**config.mk**
```make
export PLATFORM = sky130hd
export DESIGN_NAME = ntc_temperature_hysteresis_monitor_flat
export DESIGN_NICKNAME = d
export VERILOG_FILES = /design/src/rtl/ntchm_pkg.sv /design/src/rtl/ntchm_if.sv /design/src/rtl/ntc_temperature_hysteresis_monitor.sv /design/src/flat_wrapper.sv
export SDC_FILE = /design/constraint.sdc
export NUM_CORES = 2
export LEC_CHECK = 0
export BUFFER_PORTS_ARGS = -buffer_cell sky130_fd_sc_hd__buf_2
export CORE_MARGIN = 1
export CORE_UTILIZATION = 55
export CTS_CLUSTER_SIZE = 16
export DETAILED_ROUTE_END_ITERATION = 8
export GPL_TIMING_DRIVEN = 0
export PLACE_DENSITY = 0.71
export SLEW_MARGIN = 20
export SYNTH_ARGS = -nofsm -noshare
export SYNTH_HDL_FRONTEND = slang
export SYNTH_SLANG_ARGS = --single-unit
```
**constraint.sdc**
```tcl
create_clock -name clk -period 14.7 [get_ports clk]
set_input_delay 2.205 -clock clk [delete_from_list [all_inputs] [get_ports clk]]
set_output_delay 2.205 -clock clk [all_outputs]
set_load 0.005 [all_outputs]
```
**src/rtl/ntchm_pkg.sv**
```systemverilog
// shared constants and types for the ntc temperature hysteresis monitor
`default_nettype none
package ntchm_pkg;

  localparam int unsigned SAMPLE_W = 12;
  localparam int unsigned TEMP_W   = 11;
  localparam int unsigned LEVEL_W  = 2;
  localparam int unsigned CFG_IDX_W  = 3;
  localparam int unsigned CFG_DATA_W = 14;

  typedef logic [SAMPLE_W-1:0]      sample_t;
  typedef logic signed [TEMP_W-1:0] temp_t;
  typedef logic [LEVEL_W-1:0]       level_t;

  // register indexes of the configuration port
  typedef enum logic [CFG_IDX_W-1:0] {
    REG_WARNING_ON     = 3'd0,
    REG_WARNING_OFF    = 3'd1,
    REG_DANGER_ON      = 3'd2,
    REG_DANGER_OFF     = 3'd3,
    REG_ADC_FAULT_LOW  = 3'd4,
    REG_ADC_FAULT_HIGH = 3'd5,
    REG_BETA_KELVIN    = 3'd6
  } cfg_reg_t;

  localparam level_t LEVEL_SAFE    = 2'd0;
  localparam level_t LEVEL_WARNING = 2'd1;
  localparam level_t LEVEL_DANGER  = 2'd2;
  localparam level_t LEVEL_FAULT   = 2'd3;

  localparam temp_t FAULT_TEMP = -11'sd1000;
  localparam temp_t TEMP_MAX   = 11'sd999;

  // ln(2) in q16.16
  localparam logic [15:0] LN2_Q16 = 16'd45426;
  // 273.15 in q16.16
  localparam logic [30:0] KELVIN_OFFSET_Q16 = 31'd17901158;
  // 1/298.15 in q0.40, rounded
  localparam longint unsigned INV_T0_L =
    ((64'd1 << 40) * 64'd100 + 64'd14907) / 64'd29815;
  localparam logic [46:0] INV_T0 = INV_T0_L[46:0];

endpackage
`default_nettype wire

```
**src/rtl/ntchm_if.sv**
```systemverilog
// valid/ready stream interfaces for samples and readings
`default_nettype none
interface ntchm_in_if;
  import ntchm_pkg::*;
  logic    valid;
  logic    ready;
  sample_t adc_sample;
  modport source (output valid, output adc_sample, input ready);
  modport sink (input valid, input adc_sample, output ready);
endinterface

interface ntchm_out_if;
  import ntchm_pkg::*;
  logic   valid;
  logic   ready;
  temp_t  temperature;
  level_t level;
  modport source (output valid, output temperature, output level, input ready);
  modport sink (input valid, input temperature, input level, output ready);
endinterface
`default_nettype wire

```
**src/rtl/ntc_temperature_hysteresis_monitor.sv**
```systemverilog
// ntc thermistor temperature monitor with hysteresis alarm levels
`default_nettype none
// usage:
//   samples  : one raw adc reading per transfer (valid/ready)
//   readings : rounded celsius and alarm level, one per sample (valid/ready)
//   cfg_*    : register writes, taken at any edge with cfg_write high,
//              issued by the user only while no sample is in flight (not enforced)
// sequence: a normal sample runs two 16-step log2 loops on the shared
//   32x32 multiplier, then a 45-step and a 29-step restoring division on
//   the shared divider; a faulted sample, a non-positive inverse
//   temperature or a kelvin value past the top of the scale ends early
// samples is ready only while the sequencer is idle, so a new sample is
//   taken only once the last one has left the sequencer
// the reading sits in an output register, so the next sample is taken
//   while a reading still waits; if the receiver stalls, the sequencer
//   holds its finished result until the output register frees up
// reset: configuration registers go to their defaults and the kept level to fault
module ntc_temperature_hysteresis_monitor #(
  parameter int unsigned ADC_BITS = 12
) (
  input  wire                                 clk,
  input  wire                                 rst,
  ntchm_in_if.sink                            samples,
  ntchm_out_if.source                         readings,
  input  wire                                 cfg_write,
  input  wire logic [ntchm_pkg::CFG_IDX_W-1:0]  cfg_index,
  input  wire logic [ntchm_pkg::CFG_DATA_W-1:0] cfg_data
);
  import ntchm_pkg::*;

  localparam int unsigned AW = ADC_BITS;
  localparam int unsigned CW = ((AW > SAMPLE_W) ? AW : SAMPLE_W) + 1;
  localparam int unsigned QW = 45;   // divider quotient / dividend width
  localparam int unsigned RW = 46;   // divider remainder / divisor width

  typedef enum logic [3:0] {
    S_IDLE, S_CHECK, S_LOG, S_LN, S_LN2, S_DIV, S_INV, S_SET2,
    S_CEL, S_ROUND, S_DONE
  } state_t;

  // configuration registers
  logic signed [7:0] warning_on, warning_off, danger_on, danger_off;
  logic [11:0]       adc_fault_low, adc_fault_high;
  logic [13:0]       beta_kelvin;

  state_t      state;
  level_t      current_level;
  logic [AW-1:0] adc;
  logic        which;          // 0: log2 of adc, 1: log2 of full-adc
  logic        div_phase;      // 0: ln/beta, 1: 2^56/invt
  logic [5:0]  cnt;
  logic [31:0] y;
  logic [3:0]  k;
  logic [15:0] frac;
  logic [19:0] log_a;
  logic [36:0] lnp;
  logic        ln_neg;
  logic [RW-1:0] rem;
  logic [QW-1:0] quot;
  logic [RW-1:0] divisor;
  logic signed [46:0] inv_t;
  logic signed [30:0] cq;
  temp_t       temp;

  logic [AW-1:0] full;
  logic [AW-1:0] adc_in;
  logic [AW-1:0] adc_b;
  logic [CW-1:0] adc_x, low_x, high_x;
  logic          sample_fault;

  // shared multiplier
  logic [31:0] mul_a, mul_b;
  logic [63:0] prod;

  // divider step
  logic [RW:0]   shifted;
  logic          take;
  logic [RW-1:0] rem_step;

  // normalizer
  logic [AW-1:0] norm_x;
  logic [3:0]    norm_k;
  logic [31:0]   norm_y;

  logic signed [21:0] d2;
  logic [20:0]        d2_mag;
  logic [37:0]        ln_sum;
  logic [20:0]        ln_mag;
  logic [45:0]        div1_n;
  logic [13:0]        beta_eff;
  logic signed [46:0] q_signed;
  logic [57:0]        n2;
  logic [30:0]        c_mag;
  logic [31:0]        c_sum;
  logic [14:0]        c_round;
  logic [9:0]         c_sat;
  level_t             nl;

  assign full = {AW{1'b1}};

  always_comb begin
    adc_in = '0;
    for (int i = 0; i < AW; i++) begin
      if (i < SAMPLE_W) begin
        adc_in[i] = samples.adc_sample[i];
      end
    end
  end

  assign adc_x  = CW'(adc);
  assign low_x  = CW'(adc_fault_low);
  assign high_x = CW'(adc_fault_high);
  assign sample_fault = (adc_x <= low_x) || (adc_x >= high_x) ||
                        (adc == '0) || (adc == full);

  assign adc_b  = full - adc;
  assign norm_x = which ? adc_b : adc;

  // top set bit and shift into q1.31
  always_comb begin
    norm_k = '0;
    for (int i = 0; i < AW; i++) begin
      if (norm_x[i]) begin
        norm_k = 4'(i);
      end
    end
    norm_y = 32'(norm_x) << (5'd31 - {1'b0, norm_k});
  end

  assign d2     = signed'({2'b00, log_a}) - signed'({2'b00, k, frac});
  assign d2_mag = d2[21] ? 21'(-d2) : d2[20:0];

  always_comb begin
    if (state == S_LN) begin
      mul_a = 32'(d2_mag);
      mul_b = 32'(LN2_Q16);
    end else begin
      mul_a = y;
      mul_b = y;
    end
    prod = mul_a * mul_b;
  end

  assign ln_sum   = {1'b0, lnp} + 38'd32768;
  assign ln_mag   = ln_sum[36:16];
  assign beta_eff = (beta_kelvin == '0) ? 14'd1 : beta_kelvin;
  assign div1_n   = {ln_mag[20:0], 24'd0} + 46'(beta_eff[13:1]);

  assign shifted  = {rem, quot[QW-1]};
  assign take     = shifted >= {1'b0, divisor};
  assign rem_step = take ? RW'(shifted - {1'b0, divisor}) : shifted[RW-1:0];

  assign q_signed = ln_neg ? -signed'({2'b00, quot}) : signed'({2'b00, quot});
  assign n2       = (58'd1 << 56) + 58'(inv_t[45:1]);

  assign c_mag   = cq[30] ? 31'(-cq) : cq;
  assign c_sum   = {1'b0, c_mag} + 32'd32768;
  assign c_round = c_sum[30:16];
  assign c_sat   = (c_round > 15'd999) ? 10'd999 : c_round[9:0];

  // hysteresis on the kept level
  always_comb begin
    if (temp <= FAULT_TEMP) begin
      nl = LEVEL_FAULT;
    end else begin
      case (current_level)
        LEVEL_WARNING: begin
          if (temp >= TEMP_W'(danger_on)) nl = LEVEL_DANGER;
          else if (temp <= TEMP_W'(warning_off)) nl = LEVEL_SAFE;
          else nl = LEVEL_WARNING;
        end
        LEVEL_DANGER: begin
          if (temp <= TEMP_W'(danger_off)) begin
            nl = (temp <= TEMP_W'(warning_off)) ? LEVEL_SAFE : LEVEL_WARNING;
          end else begin
            nl = LEVEL_DANGER;
          end
        end
        default: begin
          if (temp >= TEMP_W'(danger_on)) nl = LEVEL_DANGER;
          else if (temp >= TEMP_W'(warning_on)) nl = LEVEL_WARNING;
          else nl = LEVEL_SAFE;
        end
      endcase
    end
  end

  assign samples.ready = (state == S_IDLE);

  // configuration writes
  always_ff @(posedge clk) begin
    if (rst) begin
      warning_on     <= 8'sd45;
      warning_off    <= 8'sd42;
      danger_on      <= 8'sd55;
      danger_off     <= 8'sd52;
      adc_fault_low  <= 12'd3;
      adc_fault_high <= 12'd4092;
      beta_kelvin    <= 14'd3976;
    end else if (cfg_write) begin
      case (cfg_index)
        REG_WARNING_ON:     warning_on     <= cfg_data[7:0];
        REG_WARNING_OFF:    warning_off    <= cfg_data[7:0];
        REG_DANGER_ON:      danger_on      <= cfg_data[7:0];
        REG_DANGER_OFF:     danger_off     <= cfg_data[7:0];
        REG_ADC_FAULT_LOW:  adc_fault_low  <= cfg_data[11:0];
        REG_ADC_FAULT_HIGH: adc_fault_high <= cfg_data[11:0];
        REG_BETA_KELVIN:    beta_kelvin    <= cfg_data;
        default: ;
      endcase
    end
  end

  // sequencer
  always_ff @(posedge clk) begin
    if (rst) begin
      state          <= S_IDLE;
      current_level  <= LEVEL_FAULT;
      readings.valid <= 1'b0;
    end else begin
      // the done state loads the output register itself
      if (readings.valid && readings.ready && state != S_DONE) begin
        readings.valid <= 1'b0;
      end
      case (state)
        S_IDLE: begin
          if (samples.valid) begin
            adc   <= adc_in;
            which <= 1'b0;
            state <= S_CHECK;
          end
        end
        S_CHECK: begin
          if (sample_fault) begin
            temp  <= FAULT_TEMP;
            state <= S_DONE;
          end else begin
            y     <= norm_y;
            k     <= norm_k;
            frac  <= '0;
            cnt   <= 6'd16;
            state <= S_LOG;
          end
        end
        S_LOG: begin
          // square the mantissa, one fraction bit per step
          if (prod[63]) begin
            y    <= prod[63:32];
            frac <= {frac[14:0], 1'b1};
          end else begin
            y    <= prod[62:31];
            frac <= {frac[14:0], 1'b0};
          end
          cnt <= cnt - 6'd1;
          if (cnt == 6'd1) begin
            state <= which ? S_LN : S_CHECK;
            if (!which) begin
              log_a <= {k, frac[14:0], prod[63]};
              which <= 1'b1;
            end
          end
        end
        S_LN: begin
          lnp    <= prod[36:0];
          ln_neg <= d2[21];
          state  <= S_LN2;
        end
        S_LN2: begin
          rem       <= '0;
          quot      <= div1_n[QW-1:0];
          divisor   <= RW'(beta_eff);
          cnt       <= 6'(QW);
          div_phase <= 1'b0;
          state     <= S_DIV;
        end
        S_DIV: begin
          rem  <= rem_step;
          quot <= {quot[QW-2:0], take};
          cnt  <= cnt - 6'd1;
          if (cnt == 6'd1) begin
            state <= div_phase ? S_CEL : S_INV;
          end
        end
        S_INV: begin
          inv_t <= signed'(INV_T0) + q_signed;
          state <= S_SET2;
        end
        S_SET2: begin
          if (inv_t[46] || inv_t == '0) begin
            temp  <= FAULT_TEMP;
            state <= S_DONE;
          end else if (RW'(n2[57:29]) >= inv_t[45:0]) begin
            // kelvin at or past 2^13, far above the top of the scale
            temp  <= TEMP_MAX;
            state <= S_DONE;
          end else begin
            rem       <= RW'(n2[57:29]);
            quot      <= {n2[28:0], 16'd0};
            divisor   <= inv_t[45:0];
            cnt       <= 6'd29;
            div_phase <= 1'b1;
            state     <= S_DIV;
          end
        end
        S_CEL: begin
          cq    <= signed'({2'b00, quot[28:0]}) - signed'(KELVIN_OFFSET_Q16);
          state <= S_ROUND;
        end
        S_ROUND: begin
          temp  <= cq[30] ? -signed'({1'b0, c_sat}) : signed'({1'b0, c_sat});
          state <= S_DONE;
        end
        S_DONE: begin
          if (!readings.valid || readings.ready) begin
            readings.valid       <= 1'b1;
            readings.temperature <= temp;
            readings.level       <= nl;
            current_level        <= nl;
            state                <= S_IDLE;
          end
        end
        default: state <= S_IDLE;
      endcase
    end
  end

endmodule
`default_nettype wire
```
**src/flat_wrapper.sv**
```systemverilog
// flat-port wrapper written by rule: the top's interface ports become plain ports
module ntc_temperature_hysteresis_monitor_flat import ntchm_pkg::*;
#(
  parameter int unsigned ADC_BITS = 12
)
  (clk, rst, cfg_write, cfg_index, cfg_data, samples_valid, samples_adc_sample, samples_ready, readings_valid, readings_temperature, readings_level, readings_ready);
  ntchm_in_if samples_i ();
  ntchm_out_if readings_i ();
  input  wire clk;
  input  wire rst;
  input  wire cfg_write;
  input  wire logic [ntchm_pkg::CFG_IDX_W-1:0] cfg_index;
  input  wire logic [ntchm_pkg::CFG_DATA_W-1:0] cfg_data;
  input wire logic [$bits(samples_i.valid)-1:0] samples_valid;
  input wire logic [$bits(samples_i.adc_sample)-1:0] samples_adc_sample;
  output wire logic [$bits(samples_i.ready)-1:0] samples_ready;
  output wire logic [$bits(readings_i.valid)-1:0] readings_valid;
  output wire logic [$bits(readings_i.temperature)-1:0] readings_temperature;
  output wire logic [$bits(readings_i.level)-1:0] readings_level;
  input wire logic [$bits(readings_i.ready)-1:0] readings_ready;
  assign samples_i.valid = samples_valid;
  assign samples_i.adc_sample = samples_adc_sample;
  assign samples_ready = samples_i.ready;
  assign readings_valid = readings_i.valid;
  assign readings_temperature = readings_i.temperature;
  assign readings_level = readings_i.level;
  assign readings_i.ready = readings_ready;
  ntc_temperature_hysteresis_monitor #(.ADC_BITS(ADC_BITS)) u_core (.clk(clk), .rst(rst), .samples(samples_i), .readings(readings_i), .cfg_write(cfg_write), .cfg_index(cfg_index), .cfg_data(cfg_data));
endmodule
```
# ---- Word level (Yosys, flattened, before mapping)
# Cells that the tools add are included.
dict set report word_totals {
  ff_bits 446
  in_bits 34
  out_inout_bits 15
}
dict set report classes {
  add_sub_neg 15
  mul 1
  n_lt_le_gt_ge 10
  n_eq_ne 30
  shifts 1
  mux 70
  n_bitwise 3
  reduce_logical 42
}
# operator n
set op_table {}
lappend op_table {{$mux W46} 5}
lappend op_table {{$pmux W46 S3} 1}
lappend op_table {{$pmux W45 S3} 1}
lappend op_table {{$mux W32} 4}
lappend op_table {{$pmux W46 S2} 1}
lappend op_table {{$mux W45} 2}
lappend op_table {{$mul A32 B32 Y64} 1}
lappend op_table {{$pmux W32 S2} 1}
lappend op_table {{$add A57 B45 Y58 const A} 1}
lappend op_table {{$mux W4} 12}
lappend op_table {{$add A33 B47 Y47 const A} 1}
lappend op_table {{$ge A47 B46 Y1} 1}
lappend op_table {{$logic_not A47 Y1} 1}
lappend op_table {{$mux W47} 1}
lappend op_table {{$neg A45 Y47} 1}
lappend op_table {{$ge A29 B46 Y1} 1}
lappend op_table {{$sub A46 B46 Y46} 1}
lappend op_table {{$add A45 B13 Y45} 1}
lappend op_table {{$mux W11} 4}
lappend op_table {{$pmux W4 S11} 1}
lappend op_table {{$add A37 B16 Y37 const B} 1}
lappend op_table {{$pmux W11 S3} 1}
lappend op_table {{$pmux W16 S2} 1}
lappend op_table {{$shl A12 B5 Y32} 1}
lappend op_table {{other kinds (59)} 126}

# ---- Longest topological paths before layout
dict set report logic_depth {
  word_depth 17
  mapped_depth 47
  depth_no_buf 45
}

# ---- Worst setup path before layout
# No wires, ideal clock.
dict set report synth_path {
  path_type {register -> register}
  startpoint {register u_core.frac[0]}
  endpoint {register u_core.y[28], data pin}
  setup_ns 0.258
  arrival_time_ns 10.696
  required_time_ns 14.442
  slack_ns 3.746
  stages_incl_launch_ff 40
  cell_sequence {edfxtp_1 > ha_1 > fa_1 > nor2b_1 > o21ai_1 > a21oi_1 > o21a_1 > nor2_1 > o21a_1 > a2111o_1 > or3_1 > nor4_2 > a21o_1 > mux2i_1 > a21boi_0 > fa_1 > fa_1 > fa_1 > (+4 left out) > inv_1 > fa_1 > fa_1 > inv_1 > fa_1 > inv_1 > ha_1 > clkbuf_1 > and4_1 > nor3b_1 > a221oi_2 > o21ai_1 > o41a_1 > a221o_1 > a221oi_2 > xor2_1 > nand2b_1 > a21oi_1}
}
dict set report synth_between {
  elab_chain_len 7
}
# element line
set synth_lines {}
lappend synth_lines {{start: declaration} ntc_temperature_hysteresis_monitor.sv:54} ;# logic [15:0] frac;
lappend synth_lines {{start signal: assignment} ntc_temperature_hysteresis_monitor.sv:249} ;# frac <= {frac[14:0], 1'b1};
lappend synth_lines {{start signal: assignment} ntc_temperature_hysteresis_monitor.sv:252} ;# frac <= {frac[14:0], 1'b0};
lappend synth_lines {{$sub A20 B20 Y21 *} ntc_temperature_hysteresis_monitor.sv:130} ;# assign d2 = signed'({2'b00, log_a}) - signed'({2'b00, k, frac});
lappend synth_lines {{$neg A21 Y21} ntc_temperature_hysteresis_monitor.sv:131} ;# assign d2_mag = d2[21] ? 21'(-d2) : d2[20:0];
lappend synth_lines {{$mux W21 *} ntc_temperature_hysteresis_monitor.sv:131}
lappend synth_lines {{$mux W32 *} ntc_temperature_hysteresis_monitor.sv:134} ;# if (state == S_LN) begin
lappend synth_lines {{$mul A32 B32 Y64 *} ntc_temperature_hysteresis_monitor.sv:141} ;# prod = mul_a * mul_b;
lappend synth_lines {{$mux W32 *} ntc_temperature_hysteresis_monitor.sv:247} ;# if (prod[63]) begin
lappend synth_lines {{$pmux W32 S2 *} ntc_temperature_hysteresis_monitor.sv:225} ;# case (state)
lappend synth_lines {{end signal: assignment} ntc_temperature_hysteresis_monitor.sv:238} ;# y <= norm_y;
lappend synth_lines {{end signal: assignment} ntc_temperature_hysteresis_monitor.sv:248} ;# y <= prod[63:32];
lappend synth_lines {{end signal: assignment} ntc_temperature_hysteresis_monitor.sv:251} ;# y <= prod[62:31];
lappend synth_lines {{end: declaration} ntc_temperature_hysteresis_monitor.sv:52} ;# logic [31:0] y;
# Every way passes the cells marked *; elsewhere a longest branch is shown, timed or not.
# A chain may end at the register's enable or synchronous reset.

# ---- Worst setup path after layout
dict set report layout_path {
  startpoint {register u_core.frac[0]}
  endpoint {register u_core.y[20], data pin}
}
# The elaborated chain is that of the path after synthesis.

==> qor.yml <==
synth_flop_cell: "edfxtp_1"
cpMaxStageDelayCell: "o31ai_2"
numCtsBuffers: 43
fin_skew_ns: 0.0209
dieArea_mm2: 0.110
synthArstFlopShare_pct: 0
ff2ff_setup_slack_ns: 0.75
hold_buffers: 0
met1_length_um: 77800
cp-startpoint: "u_core.frac[0]"
hpwl_um: 167000
synth.yosys.seq_area_share_pct: 20.3
grt_setup_unrepaired: "no"
yosys_warnings: 0
synth_top_family_by_area: "adder cells"
met3_length_um: 22400
rows: 120
r2r_cells: 41
grt_pass1_wl_um: 312000
synth_nets: 7903
clk_latency_ns: 0.58
coreArea_mm2: 0.107
start_util_pct: 55.6
htreeDepth: 2
cts.sink_count: 430
maxCapViolCount: 0
netlist_area_mm2: 0.0597
drt_iter0_markers: 5422
synth_cell_types: 112
viasPerCell: 6.05
cts-root-buf: "clkbuf_16"
finalSetupTns_ns: 0
crit_type: "flip-flop to flip-flop"
final_max_slew_viol_count: 0
fmax_ghz: 0.0717
synth-edff-count: 353
place_congestion: 1.08
ant_nets: 0
antenna_found_initial: 13
finish.net_count: 8015
critPathTopFamily: "adder cells"
min_path_cells: 0
min_to: "u_core.log_a[3]"
rr_startpoint: "u_core.frac[0]"
wire_per_inst_um: 25.7
grt_pass1_vias: 49700
crit_buf_inv: 7
fillCellCount: 9438
cp-end-kind: "flip-flop"
fp.dieW_um: 332
synth_cells: 6571
synthAdderAreaFrac_pct: 38.3
grt_usage_pct: 38.2
highest_layer: "met5"
area_growth_pct: 6.48
setup_viol: 0
via_count: 49200
layout-drive-gt1-share_pct: 4.17
worst_slew_pin_slew_ns: 1.37
cp_max_fo: 10
cts_resized: 0
drc: 0
finalCritPeriodShare_pct: 94.9
dr.pass1.iters: 8
start_kind: "flip-flop"
fp.dieH_um: 332
grt_remaining_overflow: 0
slowest_delay_ns: 0.95
synth_xor_area_share_pct: 4.06
cts_tree: "built"
post_cts_buffers: 0
maxSlewHeadroom_pct: 8.83
worstReg2RegEnd: "u_core.y[20]"
cts.clk_slew.worst_paths_ns: 0.07
synthMuxAreaShare_pct: 2.07
met2RoutedLength_um: 92200
postSynthAreaPerCell_um2: 9.09
cpMostUsedCell: "fa_1"
hold_violations: 0
min_period_ns: 13.95
synth-simple-area-share_pct: 15.7
grt_max_degree: 36
clockBufferDepth: 3
setup_ws_ns: 0.755
port_buffers: 47
synth-compound-area-share_pct: 9.30
dp_slack_ns: 1.20
io_pins: 49
hold_class: "flip-flop to flip-flop"
worstPathRequired_ns: 14.96
yosys_register_bits: 430
status: "finished, final reports clean"
min_from: "u_core.frac[2]"
wl_um: 209000
crit_arrival_ns: 14.21
-- per-layer routing --
metal	vias up	track usage, %
li1	21300	-
met1	24200	47.8
met2	2888	59.5
met3	803	9.70
met4	12	23.6
met5	-	0.434
-- worst register-to-register path: cells and delay by family, from the launching register on --
family                     cells  cell delay, ns
muxes                          1            0.45
and+or+nand+nor                9            1.85
adders and majority gates     11            5.09
AOI/OAI and AO/OA             13            4.68
DFF                            1            0.41
buffers and inverters          7            1.19
-- layout by cell type (no fill, tap or decap), types with 81 or more instances in the layout --
master | Yosys | layout
a21o_1 | 81 | 81
a21oi_1 | 260 | 258
and3_1 | 224 | 224
clkbuf_1 | 264 | 263
edfxtp_1 | 353 | 353
fa_1 | 880 | 880
ha_1 | 418 | 418
inv_1 | 1304 | 1304
mux2i_1 | 103 | 102
nand2_1 | 888 | 888
nand3_1 | 85 | 85
nor2_1 | 321 | 319
o21ai_0 | 154 | 154
xnor2_1 | 144 | 144
xor2_1 | 129 | 129
-- worst max-delay path by stage --
stage | endpoint | cells after the start
CTS | u_core.y[20] | 44
floorplan | u_core.y[28] | 39
global route | u_core.y[20] | 44
global placement | u_core.y[20] | 44
finish | u_core.y[20] | 41
detailed placement | u_core.y[20] | 42
-- stage by stage --
step,cell area (um2),instances,util [%],hold slack [ns]
floorplan,59700,6571,-,0.426
CTS,63600,8119,59.2,0.447
detailed placement,62100,8040,57.9,0.432
global route,63600,8120,59.2,0.462
finish,63600,8131,59.3,0.445
global placement,61700,8021,57.5,0.429
-- sequential cells by signal (all words and copies together), names as in the netlist, 8 cells and up --
signal	flops
u_core.adc	12
u_core.adc_fault_high	12
u_core.adc_fault_low	12
u_core.beta_kelvin	14
u_core.cq	30
u_core.danger_off	8
u_core.danger_on	8
u_core.divisor	46
u_core.frac	16
u_core.inv_t	47
u_core.lnp	22
u_core.log_a	20
u_core.quot	45
u_core.readings.temperature	11
u_core.rem	46
u_core.temp	11
u_core.warning_off	8
u_core.warning_on	8
u_core.y	32
-- cell usage after synthesis (all sizes together) (25+ instances only) --
library cell,number,area (um2)
o21a,47,353
xor2,130,1150
nor3,70,360
a21oi,263,1330
nor4,36,246
clkbuf,265,996
fa,880,17600
nand4,55,344
ha,418,5230
dfxtp,77,1540
mux2i,103,1030
nor2,322,1210
a31oi,35,219
nand2b,47,294
a21o,81,608
and2,25,156
xnor2,145,1280
and3,224,1400
edfxtp,353,10600
inv,1306,4900
o21bai,28,214
or2,32,200
nor2b,75,477
nand3,85,425
o31ai,35,290
o21ai,170,862
or3,35,239
nand2,889,3340
buf,52,239
nand3b,25,188
-- logic make-up after synthesis --
| kind of cell | count (synthesis) |
|---|---|
| fa+ha+maj | 1299 |
| mux | 120 |
| xor+xnor | 275 |
| simple gates | 1974 |
| compound gates | 847 |
| flops | 430 |
| buf+inv | 1626 |
-- final cells by class --
type                            instances  area (um2)  share of cell area (%)
Antenna cell                           11        27.5                  0.0433
Buffer                                317        1250                    1.96
Clock buffer                           57        1220                    1.92
Clock inverter                         22         224                   0.352
Inverter                             1309        4910                    7.72
Multi-Input combinational cell       4515       41500                    65.3
Sequential cell                       430       12100                    19.1
Tap cell                             1403        1760                    2.76
Timing Repair Buffer                   67         554                   0.871
Power is not shown: default switching activity piles up to over one toggle a cycle in this logic, so the estimate is an artifact.
